==> src/sv/x86mov_pkg.sv <==
package x86mov_pkg;

  typedef enum logic [2:0] {
    FORM_RM_REG     = 3'd0,
    FORM_IMM_TO_RM  = 3'd1,
    FORM_IMM_TO_REG = 3'd2,
    FORM_MEM_TO_ACC = 3'd3,
    FORM_ACC_TO_MEM = 3'd4
  } form_t;

  localparam logic STATUS_OK      = 1'b0;
  localparam logic STATUS_UNKNOWN = 1'b1;

  localparam logic [1:0] MOD_MEM_NO_DISP = 2'd0;
  localparam logic [1:0] MOD_MEM_DISP8   = 2'd1;
  localparam logic [1:0] MOD_MEM_DISP16  = 2'd2;
  localparam logic [1:0] MOD_REG         = 2'd3;

  localparam logic [2:0] RM_DIRECT = 3'd6;

  typedef struct packed {
    logic [7:0] byte0;
    logic [7:0] byte1;
    logic [7:0] byte2;
    logic [7:0] byte3;
    logic [7:0] byte4;
    logic [7:0] byte5;
  } insn_t;

  typedef struct packed {
    logic        status;
    form_t       form;
    logic        wide;
    logic        reg_is_dest;
    logic [3:0]  reg_index;
    logic [1:0]  mode;
    logic [2:0]  rm_field;
    logic        is_direct;
    logic [15:0] displacement;
    logic [15:0] immediate;
    logic [2:0]  length;
  } decode_t;

endpackage

==> src/sv/x86_16_mov_decoder.sv <==
// path: an accepted instruction passes the input register, then is decoded into the
// result register; throughput: one instruction per cycle unless result_stall holds
// a result; the decode is a single pass of logic between the two registers, and the
// input register, when empty, refills while a result waits
// reset: synchronous active-high rst empties both stages; payload is not cleared
module x86_16_mov_decoder (
  input  logic        clk,
  input  logic        rst,
  input  logic        item_valid,
  output logic        item_stall,
  input  logic [7:0]  byte0,
  input  logic [7:0]  byte1,
  input  logic [7:0]  byte2,
  input  logic [7:0]  byte3,
  input  logic [7:0]  byte4,
  input  logic [7:0]  byte5,
  output logic        result_valid,
  input  logic        result_stall,
  output logic        status,
  output logic [2:0]  form,
  output logic        wide,
  output logic        reg_is_dest,
  output logic [3:0]  reg_index,
  output logic [1:0]  mode,
  output logic [2:0]  rm_field,
  output logic        is_direct,
  output logic [15:0] displacement,
  output logic [15:0] immediate,
  output logic [2:0]  length
);

  logic                 s1_valid;
  x86mov_pkg::insn_t    s1;
  x86mov_pkg::decode_t  dec;
  x86mov_pkg::decode_t  res;
  logic                 s2_ready;
  logic                 s1_ready;

  logic [1:0]  b1_mod;
  logic [2:0]  b1_rm;
  logic [15:0] rm_disp;
  logic        rm_direct;
  logic [1:0]  rm_bytes;
  logic [15:0] rm_imm;

  assign s2_ready   = !result_valid || !result_stall;
  assign s1_ready   = !s1_valid || s2_ready;
  assign item_stall = !s1_ready;

  // mod/rm operand and the immediate that follows it
  always_comb begin
    b1_mod    = s1.byte1[7:6];
    b1_rm     = s1.byte1[2:0];
    rm_disp   = 16'h0000;
    rm_direct = 1'b0;
    rm_bytes  = 2'd0;
    case (b1_mod)
      x86mov_pkg::MOD_MEM_NO_DISP: begin
        if (b1_rm == x86mov_pkg::RM_DIRECT) begin
          rm_direct = 1'b1;
          rm_disp   = {s1.byte3, s1.byte2};
          rm_bytes  = 2'd2;
        end
      end
      x86mov_pkg::MOD_MEM_DISP8: begin
        rm_disp  = {{8{s1.byte2[7]}}, s1.byte2};
        rm_bytes = 2'd1;
      end
      x86mov_pkg::MOD_MEM_DISP16: begin
        rm_disp  = {s1.byte3, s1.byte2};
        rm_bytes = 2'd2;
      end
      default: begin
      end
    endcase
    case (rm_bytes)
      2'd0:    rm_imm = {s1.byte3, s1.byte2};
      2'd1:    rm_imm = {s1.byte4, s1.byte3};
      default: rm_imm = {s1.byte5, s1.byte4};
    endcase
  end

  always_comb begin
    dec        = '0;
    dec.status = x86mov_pkg::STATUS_OK;
    dec.form   = x86mov_pkg::FORM_RM_REG;
    unique case (s1.byte0) inside
      [8'h88:8'h8B]: begin
        dec.form         = x86mov_pkg::FORM_RM_REG;
        dec.wide         = s1.byte0[0];
        dec.reg_is_dest  = s1.byte0[1];
        dec.mode         = b1_mod;
        dec.rm_field     = b1_rm;
        dec.reg_index    = {s1.byte0[0], s1.byte1[5:3]};
        dec.displacement = rm_disp;
        dec.is_direct    = rm_direct;
        dec.length       = 3'd2 + {1'b0, rm_bytes};
      end
      8'hC6, 8'hC7: begin
        dec.form         = x86mov_pkg::FORM_IMM_TO_RM;
        dec.wide         = s1.byte0[0];
        dec.mode         = b1_mod;
        dec.rm_field     = b1_rm;
        dec.displacement = rm_disp;
        dec.is_direct    = rm_direct;
        dec.immediate    = s1.byte0[0] ? rm_imm : {8'h00, rm_imm[7:0]};
        dec.length       = 3'd3 + {1'b0, rm_bytes} + {2'b00, s1.byte0[0]};
      end
      [8'hB0:8'hBF]: begin
        dec.form        = x86mov_pkg::FORM_IMM_TO_REG;
        dec.wide        = s1.byte0[3];
        dec.reg_is_dest = 1'b1;
        dec.reg_index   = s1.byte0[3:0];
        dec.immediate   = s1.byte0[3] ? {s1.byte2, s1.byte1} : {8'h00, s1.byte1};
        dec.length      = 3'd2 + {2'b00, s1.byte0[3]};
      end
      [8'hA0:8'hA3]: begin
        // bit 1 picks the direction: set means accumulator to memory
        dec.form         = s1.byte0[1] ? x86mov_pkg::FORM_ACC_TO_MEM
                                       : x86mov_pkg::FORM_MEM_TO_ACC;
        dec.wide         = s1.byte0[0];
        dec.reg_is_dest  = !s1.byte0[1];
        dec.reg_index    = {s1.byte0[0], 3'b000};
        dec.is_direct    = 1'b1;
        dec.displacement = {s1.byte2, s1.byte1};
        dec.length       = 3'd3;
      end
      default: begin
        dec.status = x86mov_pkg::STATUS_UNKNOWN;
      end
    endcase
  end

  always_ff @(posedge clk) begin
    if (rst) begin
      s1_valid     <= 1'b0;
      result_valid <= 1'b0;
    end else begin
      if (s1_ready) begin
        s1_valid <= item_valid;
      end
      if (s2_ready) begin
        result_valid <= s1_valid;
      end
    end
    if (s1_ready && item_valid) begin
      s1 <= '{byte0: byte0, byte1: byte1, byte2: byte2,
              byte3: byte3, byte4: byte4, byte5: byte5};
    end
    if (s2_ready && s1_valid) begin
      res <= dec;
    end
  end

  assign status       = res.status;
  assign form         = 3'(res.form);
  assign wide         = res.wide;
  assign reg_is_dest  = res.reg_is_dest;
  assign reg_index    = res.reg_index;
  assign mode         = res.mode;
  assign rm_field     = res.rm_field;
  assign is_direct    = res.is_direct;
  assign displacement = res.displacement;
  assign immediate    = res.immediate;
  assign length       = res.length;

  // unknown opcode carries nothing but its status
  a_unknown_empty: assert property (@(posedge clk) disable iff (rst)
    result_valid && status == x86mov_pkg::STATUS_UNKNOWN |->
      length == 3'd0 && form == 3'd0 && displacement == 16'h0000 && immediate == 16'h0000)
    else $error("unknown opcode result not cleared");

  a_known_length: assert property (@(posedge clk) disable iff (rst)
    result_valid && status == x86mov_pkg::STATUS_OK |-> length >= 3'd2 && length <= 3'd6)
    else $error("decoded length out of range");

  // a stalled input only happens with a full first stage behind a held result
  a_stall_cause: assert property (@(posedge clk) disable iff (rst)
    item_stall |-> s1_valid && result_valid && result_stall)
    else $error("input stalled without a blocked pipeline");

  // a full first stage moves into the result register on the next cycle when unblocked
  a_advance: assert property (@(posedge clk) disable iff (rst)
    s1_valid && s2_ready |=> result_valid)
    else $error("first stage did not advance");

endmodule
==> config.mk <==
export PLATFORM = sky130hd
export DESIGN_NAME = x86_16_mov_decoder
export DESIGN_NICKNAME = d
export VERILOG_FILES = /design/src/sv/x86mov_pkg.sv /design/src/sv/x86_16_mov_decoder.sv
export SDC_FILE = /design/constraint.sdc
export NUM_CORES = 1
export LEC_CHECK = 0
export BUFFER_PORTS_ARGS = -buffer_cell sky130_fd_sc_hd__buf_2
export CAP_MARGIN = 20
export CELL_PAD_IN_SITES_DETAIL_PLACEMENT = 0
export CELL_PAD_IN_SITES_GLOBAL_PLACEMENT = 1
export CORE_MARGIN = 3
export CORE_UTILIZATION = 46
export CTS_CLUSTER_SIZE = 30
export DETAILED_ROUTE_END_ITERATION = 8
export HOLD_SLACK_MARGIN = 0.15
export PLACE_DENSITY = 0.84
export SLEW_MARGIN = 20
export SYNTH_ARGS = -nofsm -noshare
export SYNTH_HDL_FRONTEND = slang
export SYNTH_SLANG_ARGS = --single-unit
==> constraint.sdc <==
create_clock -name clk -period 13.93 [get_ports clk]
set_input_delay 3.4825 -clock clk [delete_from_list [all_inputs] [get_ports clk]]
set_output_delay 3.4825 -clock clk [all_outputs]
set_load 0.05 [all_outputs]
==> results of run 1 <==
[power groups by stage]
stage	Sequential (uW)	Combinational [uW]	Clock, uW
2_1_floorplan	395	21.3	0
3_3_place_gp	368	68.1	0
3_5_place_dp	369	69.4	0
4_1_cts	362	69.5	217
5_1_grt	364	72.9	232
6_report	362	69.1	214
[flip-flops by register name, indices dropped and copies added, names as in the netlist]
register / cells
form: 3
reg_is_dest: 1
b1_rm: 3
mode: 2
status: 1
b1_mod: 2
displacement: 16
s1_valid: 1
reg_index: 4
wide: 1
rm_field: 3
result_valid: 1
s1: 43
is_direct: 1
length: 3
immediate: 16
[cell families after synthesis]
| kind of cell | count (synthesis) |
|---|---|
| AO/OA/AOI/OAI | 83 |
| adder cells (fa/ha/maj) | 2 |
| buffers and inverters | 17 |
| flip-flops | 101 |
| AND/OR/NAND/NOR | 70 |
[critical path, cell delays in order]
cell and delay (ns):
buf_2 0.12, and3_1 0.24, buf_2 0.29
[per-layer routing]
metal / up-vias / global-route usage
li1: 1289 / -
met1: 1345 / 0.236
met2: 103 / 0.317
met3: 10 / 0.0344
met4: 0 / 0.0521
met5: - / 0
[per-stage QoR]
step	setup WS (ns)	std cells	hold slack, ns	area [um2]
2_1_floorplan	6.17	273	0.444	4180
3_3_place_gp	6.32	474	0.471	4790
3_5_place_dp	6.30	474	0.483	4790
4_1_cts	6.30	490	0.505	5020
5_1_grt	6.28	490	0.581	5020
6_report	6.30	490	0.492	5020
[area by class of cell]
| class | count | area (um2) | area share |
|---|---|---|---|
| clock buffers | 11 | 131 | 0.0262 |
| multi-input cells | 155 | 1090 | 0.217 |
| flip-flops and latches | 101 | 3010 | 0.600 |
| repair buffers | 106 | 536 | 0.107 |
| clock inverters | 5 | 98.8 | 0.0197 |
| inverters | 4 | 15.0 | 0.00299 |
| well taps | 108 | 135 | 0.0269 |
[placed cells by master, fill, tap and decap left out, drive strengths merged]
cell     count
and4b        1
and2         9
a22o        20
o21a         1
nor2b        3
dfxtp        2
edfxtp      99
o211ai       1
bufinv       3
or4          1
clkinv       3
a21o         2
o2111ai      1
and3        12
buf        106
nor2        12
or2          1
nand3b       2
ha           2
nand2       23
nor4         1
o2bb2ai      8
o21ai       20
inv          3
o21bai       2
a21boi       1
nand3        2
clkbuf      11
o221ai       7
a21oi       10
a211oi      10
nor3         3
[how the worst max path moves through the flow]
stage | start | end | slack (ns) | depth (start not counted)
after floorplan | result_stall | displacement[0]$_DFFE_PP_ | 6.17 | 1
after global placement | result_stall | item_stall | 6.32 | 3
after detailed placement | result_stall | item_stall | 6.30 | 3
after CTS | result_stall | item_stall | 6.30 | 3
after global routing | result_stall | item_stall | 6.28 | 3
final | result_stall | item_stall | 6.30 | 3
==> reports/metrics.yaml, run 1 <==
status: "finished, final reports clean"
rows: 34
ys.warnings.count: 0
netlist.area_leader.share: 0.711
min_period_ns: 7.63
cts.path.max_buffers: 2
wl_met1_mm: 3.57
grt_usage: 0.183
avgRoutedWirePerCell_um: 19.2
synth_edf_count: 99
path_clk_slew_ns: 0.09
p_leak_uw: 0.00187
num_antenna_cells: 0
rr_startpoint: "b1_mod[0]$_DFFE_PP_"
drtIter0Drc: 264
met3_wirelength_um: 709
cts.sinks: 101
cp_max_fo: 3
power.internal_uw: 489
synth_xor_area_frac: 0
route.met2.wl_mm: 5.07
cts_hold_buffers: 0
drive_gt1_frac: 0.377
cts_inserted_buffers: 9
hold_depth: 2
top_layer: "met4"
insertion_delay_ns: 0.36
hold_viol: 0
die-width_um: 101
start_util: 0.477
drc: 0
clockRootBuffer: "clkbuf_8"
synth_compound_area_frac: 0.154
synthDistinctLibCells: 48
period_share: 0.548
ys_seq_area_frac: 0.720
synth-adder-area-share: 0.00598
switching_power_uw: 157
num_vias: 2747
netlist_top_cells_count: "edfxtp_1, nand2_1, a22o_1, o21ai_1, nor2_1"
die_h_um: 101
synth.net_count: 327
tns_ns: 0
power.density_mw_per_mm2: 129
p_sw_frac: 0.243
wl_mm: 9.40
hold_path.class: "reg -> reg"
gp_congestion: 0.787
viasPerCell: 5.61
seqPwrFrac: 0.561
io_buffers: 104
irDropWorstVdd_uv: 52.7
postCtsSetupBuffers: 0
final_max_slew_viol_count: 0
synth_area_leaders: "edfxtp_1, a22o_1, nand2_1"
critPathKind: "in -> out"
hold_end: "result_valid$_SDFFE_PP0P_"
timing.rr.end: "length[1]$_DFFE_PP_"
coreArea_mm2: 0.00876
grt_overflow_total: 0
rrSetupSlack_ns: 11.36
cp.required_ns: 10.45
tightest_slew_ns: 0.921
nNetsFinal: 431
hold_start: "s1_valid$_SDFFE_PP0N_"
avgSynthCellArea_um2: 15.3
drtPass1Iterations: 4
yosys.area_share.simple: 0.0957
synth_top_family_by_area: "compound AO/OA/AOI/OAI gates"
ios: 105
areaGrowthSynthToFinish_pct: 20.0
syn-cell-area_mm2: 0.00418
max_slew_margin: 0.386
setup_viol: 0
reg2regPathDepth: 5
ant_nets: 0
cp-end-kind: "output pin"
h-tree-depth: 3
skew_ns: 0.0117
synth_seq_cells: 101
synth_mux_area_frac: 0
cts_resized: 0
cts_tree: "yes"
syn_inst: 273
critPathLaunchType: "input pin"
fill_cells: 737
yosysMostFrequentCell: "edfxtp_1"
synth_top_cell_by_area: "edfxtp_1"
clock_power_share: 0.332
max_cap_violations: 0
grt_max_degree: 52
die_area_mm2: 0.0103
finalPower_uw: 645
worst_ep_arrival_time_ns: 4.15
final_util: 0.573
grt_pass1_wl_mm: 14.0
dominantRegCellSynth: "edfxtp_1"
grt_pass1_vias: 2626
antenna_found_initial: 0
rsz0062_at_grt: "no"
power_frac_comb: 0.107
ys_async_sr_fraction: 0
fmax_mhz: 131
hpwl_mm: 6.41
(Power assumes the default switching activity.)
==> run 2, diff against run 1 <==
CORE_UTILIZATION = 39   (was 46)
PLACE_DENSITY = 0.76   (was 0.84)
clock period = 7 ns   (was 13.93 ns; I/O delays follow)
==> run 2 against run 1 <==
Via count fell by 1.7%. Register-to-register slack got worse by 6.9 ns. Global-route usage fell by 2.4 points. Cell area rose by 0.35%. Utilization fell by 8.7 points. Wire length rose by 1.0%. Cell count rose by 5.5%. Combinational power rose by 98%. First-iteration DRC count fell by 36%. Flip-flop and latch count did not move. Worst setup slack got worse by 3.5 ns. Die area rose by 17%.
==> reports/metrics.yaml, run 2 (synthesis gave the netlist of run 1 again) <==
status: "finished, final reports clean"
setup_viol: 0  # unchanged
num_vias: 2701  # -1.7%
irDropWorstVdd_uv: 118  # +120%
worst_ep_arrival_time_ns: 2.42  # -1.73 ns
path_clk_slew_ns: 0.09  # about the same
reg2regPathDepth: 5  # unchanged
ios: 105  # unchanged
fmax_mhz: 240
hold_path.class: "reg -> reg"
insertion_delay_ns: 0.36  # about the same
grt_overflow_total: 0  # unchanged
drtPass1Iterations: 4  # unchanged
cts_inserted_buffers: 9  # unchanged
cts_tree: "yes"
wl_mm: 9.50  # +1.0%
io_buffers: 104  # unchanged
areaGrowthSynthToFinish_pct: 20.4
grt_pass1_wl_mm: 14.2  # +1.3%
switching_power_uw: 315  # +100%
tightest_slew_ns: 0.877  # -0.0441 ns
cp-end-kind: "output pin"
stdcell_count: 517  # +5.5%
rsz0062_at_grt: "no"
final_util: 0.486  # -0.0870
min_period_ns: 4.17
p_sw_frac: 0.252  # +0.00891
critPathLaunchType: "input pin"
ant_nets: 0  # unchanged
cp_max_fo: 3  # unchanged
regMostFlops: "s1"
slowest_delay_ns: 0.29  # about the same
start_util: 0.403  # -0.0739
critical_path.most_common_cell: "buf_2"
coreArea_mm2: 0.0104  # +18%
cts_hold_buffers: 0  # unchanged
drc: 0  # unchanged
final_common_cell: "buf_2"
skew_ns: 0.00738  # -0.00433 ns
die_h_um: 110  # +8.1%
power.density_mw_per_mm2: 248  # +93%
antenna_found_initial: 0  # unchanged
num_antenna_cells: 0  # unchanged
drive_gt1_frac: 0.383  # +0.00624
h-tree-depth: 3  # unchanged
p_leak_uw: 0.00186  # -0.73%
dp.cells: 502  # +5.9%
cts_resized: 0  # unchanged
setup_ws_ns: 2.83  # -3.47 ns
rr_startpoint: "b1_mod[0]$_DFFE_PP_"
drtIter0Drc: 169  # -36%
hold_depth: 2  # unchanged
rows: 37  # +8.8%
grt_usage: 0.159  # -0.0235
hold_end: "result_valid$_SDFFE_PP0P_"
pre_cts_slack_ns: 2.83  # -3.47 ns
postCtsSetupBuffers: 0  # unchanged
power_frac_comb: 0.110  # +0.003
hold_start: "s1_valid$_SDFFE_PP0N_"
seqPwrFrac: 0.576  # +0.015
final_cell_mix: "buf_2, edfxtp_1, nand2_1, a22o_1, o21ai_1"
crit_path_cell_trace: "buf_2, and3_1, buf_2"
cts.sinks: 101  # unchanged
period_share: 0.595
gp_congestion: 0.826  # +4.9%
clock_power_share: 0.314  # -0.018
timing.rr.end: "length[1]$_DFFE_PP_"
grt_pass1_vias: 2690  # +2.4%
cts.path.max_buffers: 2  # unchanged
hpwl_mm: 6.48  # +1.2%
avgRoutedWirePerCell_um: 18.4  # -4.2%
hold_viol: 0  # unchanged
rrSetupSlack_ns: 4.47  # -6.89 ns
largest_reg_flops: 43  # unchanged
power.internal_uw: 936  # +91%
max_slew_margin: 0.415  # +0.0294
max_cap_violations: 0  # unchanged
grt_max_degree: 52  # unchanged
die-width_um: 110  # +8.1%
final_max_slew_viol_count: 0  # unchanged
viasPerCell: 5.22  # -6.8%
critPathKind: "in -> out"
tns_ns: 0  # unchanged
cp.required_ns: 5.25  # -5.20 ns
cpMaxStageDelayCell: "buf_2"
clockRootBuffer: "clkbuf_8"
holdWs_ns: 0.508  # +0.0154 ns
nNetsFinal: 431  # unchanged
die_area_mm2: 0.0120  # +17%
-- run 2: changes by cell type in the layout (fill, tap and decap cells not counted), sizes merged --
cell	previous run	this run
bufinv	3	2
clkbuf	11	9
clkinvlp	0	2
-- run 2: stage by stage --
stage                     cell area (um2)  total power (uW)
after floorplan                      4180               828
after global placement               4820               869
after detailed placement             4820               872
after CTS                            5030              1260
after global routing                 5030              1290
final                                5030              1250
-- run 2: layout make-up --
class	count	area, um2
repair buffers	106	536
clock inverters	6	88.8
clock buffers	9	124
inverters	4	15.0
well taps	136	170
multi-input cells	155	1090
flip-flops and latches	101	3010
fillers	941	5340
-- run 2: worst max-delay path by stage --
stage                             from                         to  slack [ns]  cells after the start
final                     result_stall                 item_stall        2.83                      3
after global routing      result_stall                 item_stall        2.80                      3
after CTS                 result_stall                 item_stall        2.83                      3
after detailed placement  result_stall                 item_stall        2.83                      3
after global placement    result_stall                 item_stall        2.86                      3
after floorplan           result_stall  displacement[0]$_DFFE_PP_        0.98                      1
-- run 2: power groups by stage --
stage	logic (uW)	clock network, uW	registers [uW]
finish	137	392	721
global placement	136	0	733
detailed placement	138	0	735
floorplan	42.4	0	785
CTS	138	402	721
global route	147	419	724
-- run 2: critical path, delay by kind of cell --
kind / cells / cell delay, ns
buffers and inverters: 2 / 0.41
and+or+nand+nor: 1 / 0.25
-- run 2: per-layer routing --
metal	vias up	GRT usage	wire, um	part of all wire
met2	119	0.252	4450	0.47
met4	0	0.0614	140	0.015
met3	10	0.0241	759	0.080
met5	-	0	0	0
met1	1285	0.223	4150	0.44
li1	1287	-	-	-
==> run 3, diff against run 2 <==
ABC_AREA = 1   (was default)
CORE_UTILIZATION = 38   (was 39)
clock period = 3.57 ns   (was 7 ns; I/O delays follow)
==> run 3 against run 2 <==
Total power rose by 100%. Combinational power rose by 66%. Wire length rose by 2.9%. Critical path depth rose by 1. Critical path type unchanged. First-iteration DRC count fell by 21%. Via count rose by 11%. Area after synthesis rose by 4.1%. Clock power rose by 130%. Flip-flop and latch count did not move. Die area rose by 6.5%. Sequential share of layout area fell by 2.6 points. Largest cell class unchanged. Cell count rose by 21%.
==> reports/metrics.yaml, run 3 <==
drtIter0Drc: 134  # -21%
largest_reg_flops: 43  # unchanged
cts_tree: "yes"
synth_seq_cells: 101  # unchanged
ys.warnings.count: 0  # unchanged
irDropWorstVdd_uv: 200  # +69%
cp_max_fo: 2  # -1
final_common_cell: "nand2_1"
die-width_um: 113  # +3.2%
ant_nets: 0  # unchanged
hpwl_mm: 6.99  # +7.9%
design_area_mm2: 0.00526  # +4.5%
power_frac_comb: 0.090  # -0.020
cts_inserted_buffers: 9  # unchanged
switching_power_uw: 627  # +99%
grt_usage: 0.155  # -0.00403
die_area_mm2: 0.0128  # +6.5%
p_leak_uw: 0.00236  # +27%
areaGrowthSynthToFinish_pct: 20.9
drive_gt1_frac: 0.318  # -0.0649
num_antenna_cells: 0  # unchanged
cp-end-kind: "output pin"
synth.net_count: 427  # +31%
skew_ns: 0.00955  # +0.00217 ns
syn_inst: 373  # +37%
avgSynthCellArea_um2: 11.7  # -24%
synth_top_cell_by_area: "edfxtp_1"
rsz0062_at_grt: "no"
power.internal_uw: 1900  # +100%
grt_overflow_total: 0  # unchanged
tns_ns: 0  # unchanged
period_share: 0.674
nNetsFinal: 536  # +24%
hold_path.class: "reg -> reg"
cp.required_ns: 2.68  # -2.57 ns
final_max_slew_viol_count: 0  # unchanged
power.density_mw_per_mm2: 480  # +93%
io_buffers: 104  # unchanged
start_util: 0.395  # -0.00862
cts.path.max_buffers: 2  # unchanged
clockRootBuffer: "clkbuf_16"
synthDistinctLibCells: 29  # -40%
max_cap_violations: 0  # unchanged
wl_mm: 9.77  # +2.9%
tightest_slew_ns: 0.985  # +0.108 ns
regMostFlops: "s1"
insertion_delay_ns: 0.34  # -0.02 ns
netlist_top_cells_count: "nand2_1, edfxtp_1, inv_1, nand3_1, nor2_1"
seqPwrFrac: 0.550  # -0.026
netlist.area_leader.share: 0.683  # -0.0280
cts_resized: 0  # unchanged
die_h_um: 113  # +3.2%
path_clk_slew_ns: 0.07  # -0.02 ns
postCtsSetupBuffers: 0  # unchanged
ios: 105  # unchanged
rows: 38  # +2.7%
ys_async_sr_fraction: 0  # unchanged
cts_hold_buffers: 0  # unchanged
cts.sinks: 101  # unchanged
dominantRegCellSynth: "edfxtp_1"
h-tree-depth: 3  # unchanged
status: "finished, final reports clean"
drc: 0  # unchanged
coreArea_mm2: 0.0110  # +6.4%
clock_power_share: 0.359  # +0.045
hold_viol: 0  # unchanged
min_period_ns: 2.41
antenna_found_initial: 0  # unchanged
avgRoutedWirePerCell_um: 15.6  # -15%
worst_ep_arrival_time_ns: 1.51  # -0.91 ns
grt_max_degree: 49  # -5.8%
max_slew_margin: 0.343  # -0.0728
synth_area_leaders: "edfxtp_1, nand2_1, nand3_1"
final_cell_mix: "nand2_1, buf_2, edfxtp_1, inv_1"
syn-cell-area_mm2: 0.00435  # +4.1%
fmax_mhz: 416
critPathLaunchType: "input pin"
grt_pass1_wl_mm: 15.3  # +7.5%
setup_viol: 0  # unchanged
place_area_mm2: 0.00499  # +3.4%
fill_cells: 1053  # +12%
ys_seq_area_frac: 0.692  # -0.0284
synth_edf_count: 99  # unchanged
p_sw_frac: 0.248  # -0.00315
yosysMostFrequentCell: "nand2_1"
viasPerCell: 4.78  # -8.5%
critPathKind: "in -> out"
grt_pass1_vias: 2972  # +10%
num_vias: 2997  # +11%
gp_congestion: 0.844  # +2.2%
drtPass1Iterations: 4  # unchanged
==> run 3: cell types whose count changed in the layout (fill, tap and decap cells not counted), moves of 10 or more <==
cell      change
nand2_1      +92
o21ai_1      -11
a211oi_1     -10
nor2_1       +15
a22o_1       -17
nand3_1      +24
inv_1        +29
==> run 3: cell families (layout without fill, tap and decap cells) <==
| family | Yosys count | after routing | synth area share |
|---|---|---|---|
| AND/OR/NAND/NOR | 194 | 194 | 0.205 |
| flip-flops | 101 | 101 | 0.692 |
| buffers and inverters | 48 | 162 | 0.0557 |
| AO/OA/AOI/OAI | 28 | 28 | 0.0411 |
| adder cells (fa/ha/maj) | 2 | 2 | 0.00575 |
==> run 3: final cells by class <==
cell class,instances,area [um2],share of cell area
Clock buffer,10,229,0.0435
Clock inverter,6,47.5,0.00903
Inverter,40,153,0.0290
Multi-Input combinational cell,224,1110,0.211
Sequential cell,101,3010,0.573
Tap cell,140,175,0.0333
Timing Repair Buffer,106,536,0.102
==> run 3: final timing paths <==
path                         start  cells past startpoint                         to  slack [ns]
min          s1_valid$_SDFFE_PP0N_                      2  result_valid$_SDFFE_PP0P_        0.54
max reg2reg    b1_mod[1]$_DFFE_PP_                      7     immediate[1]$_DFFE_PP_        1.65
min reg2reg  s1_valid$_SDFFE_PP0N_                      2  result_valid$_SDFFE_PP0P_        0.54
max                   result_stall                      4                 item_stall        1.16
==> run 3: power groups by stage <==
stage | sequential (uW) | combinational (uW) | clock [uW]
2_1_floorplan | 1470 | 101 | 0
6_report | 1390 | 228 | 907
3_5_place_dp | 1420 | 230 | 0
3_3_place_gp | 1410 | 227 | 0
5_1_grt | 1390 | 252 | 968
4_1_cts | 1390 | 231 | 918
==> run 3: layer usage <==
| metal | wire length, um | track usage |
|---|---|---|
| met5 | 0 | 0 |
| met4 | 182 | 0.0649 |
| met3 | 618 | 0.0262 |
| met2 | 4600 | 0.252 |
| met1 | 4370 | 0.208 |
==> run 3: worst max-delay path, stage by stage <==
cell and delay, ns:
buf_2 0.12, nand2_1 0.08, nor2_1 0.14, buf_2 0.28
==> run 3: metrics by stage <==
stage | utilization | setup WS [ns] | hold slack, ns | power, uW | instances
2_1_floorplan | - | 0.676 | 0.468 | 1570 | 373
3_3_place_gp | 0.452 | 1.19 | 0.502 | 1640 | 611
3_5_place_dp | 0.452 | 1.11 | 0.535 | 1650 | 611
4_1_cts | 0.477 | 1.16 | 0.546 | 2540 | 627
5_1_grt | 0.477 | 1.09 | 0.556 | 2610 | 627
6_report | 0.477 | 1.16 | 0.543 | 2530 | 627
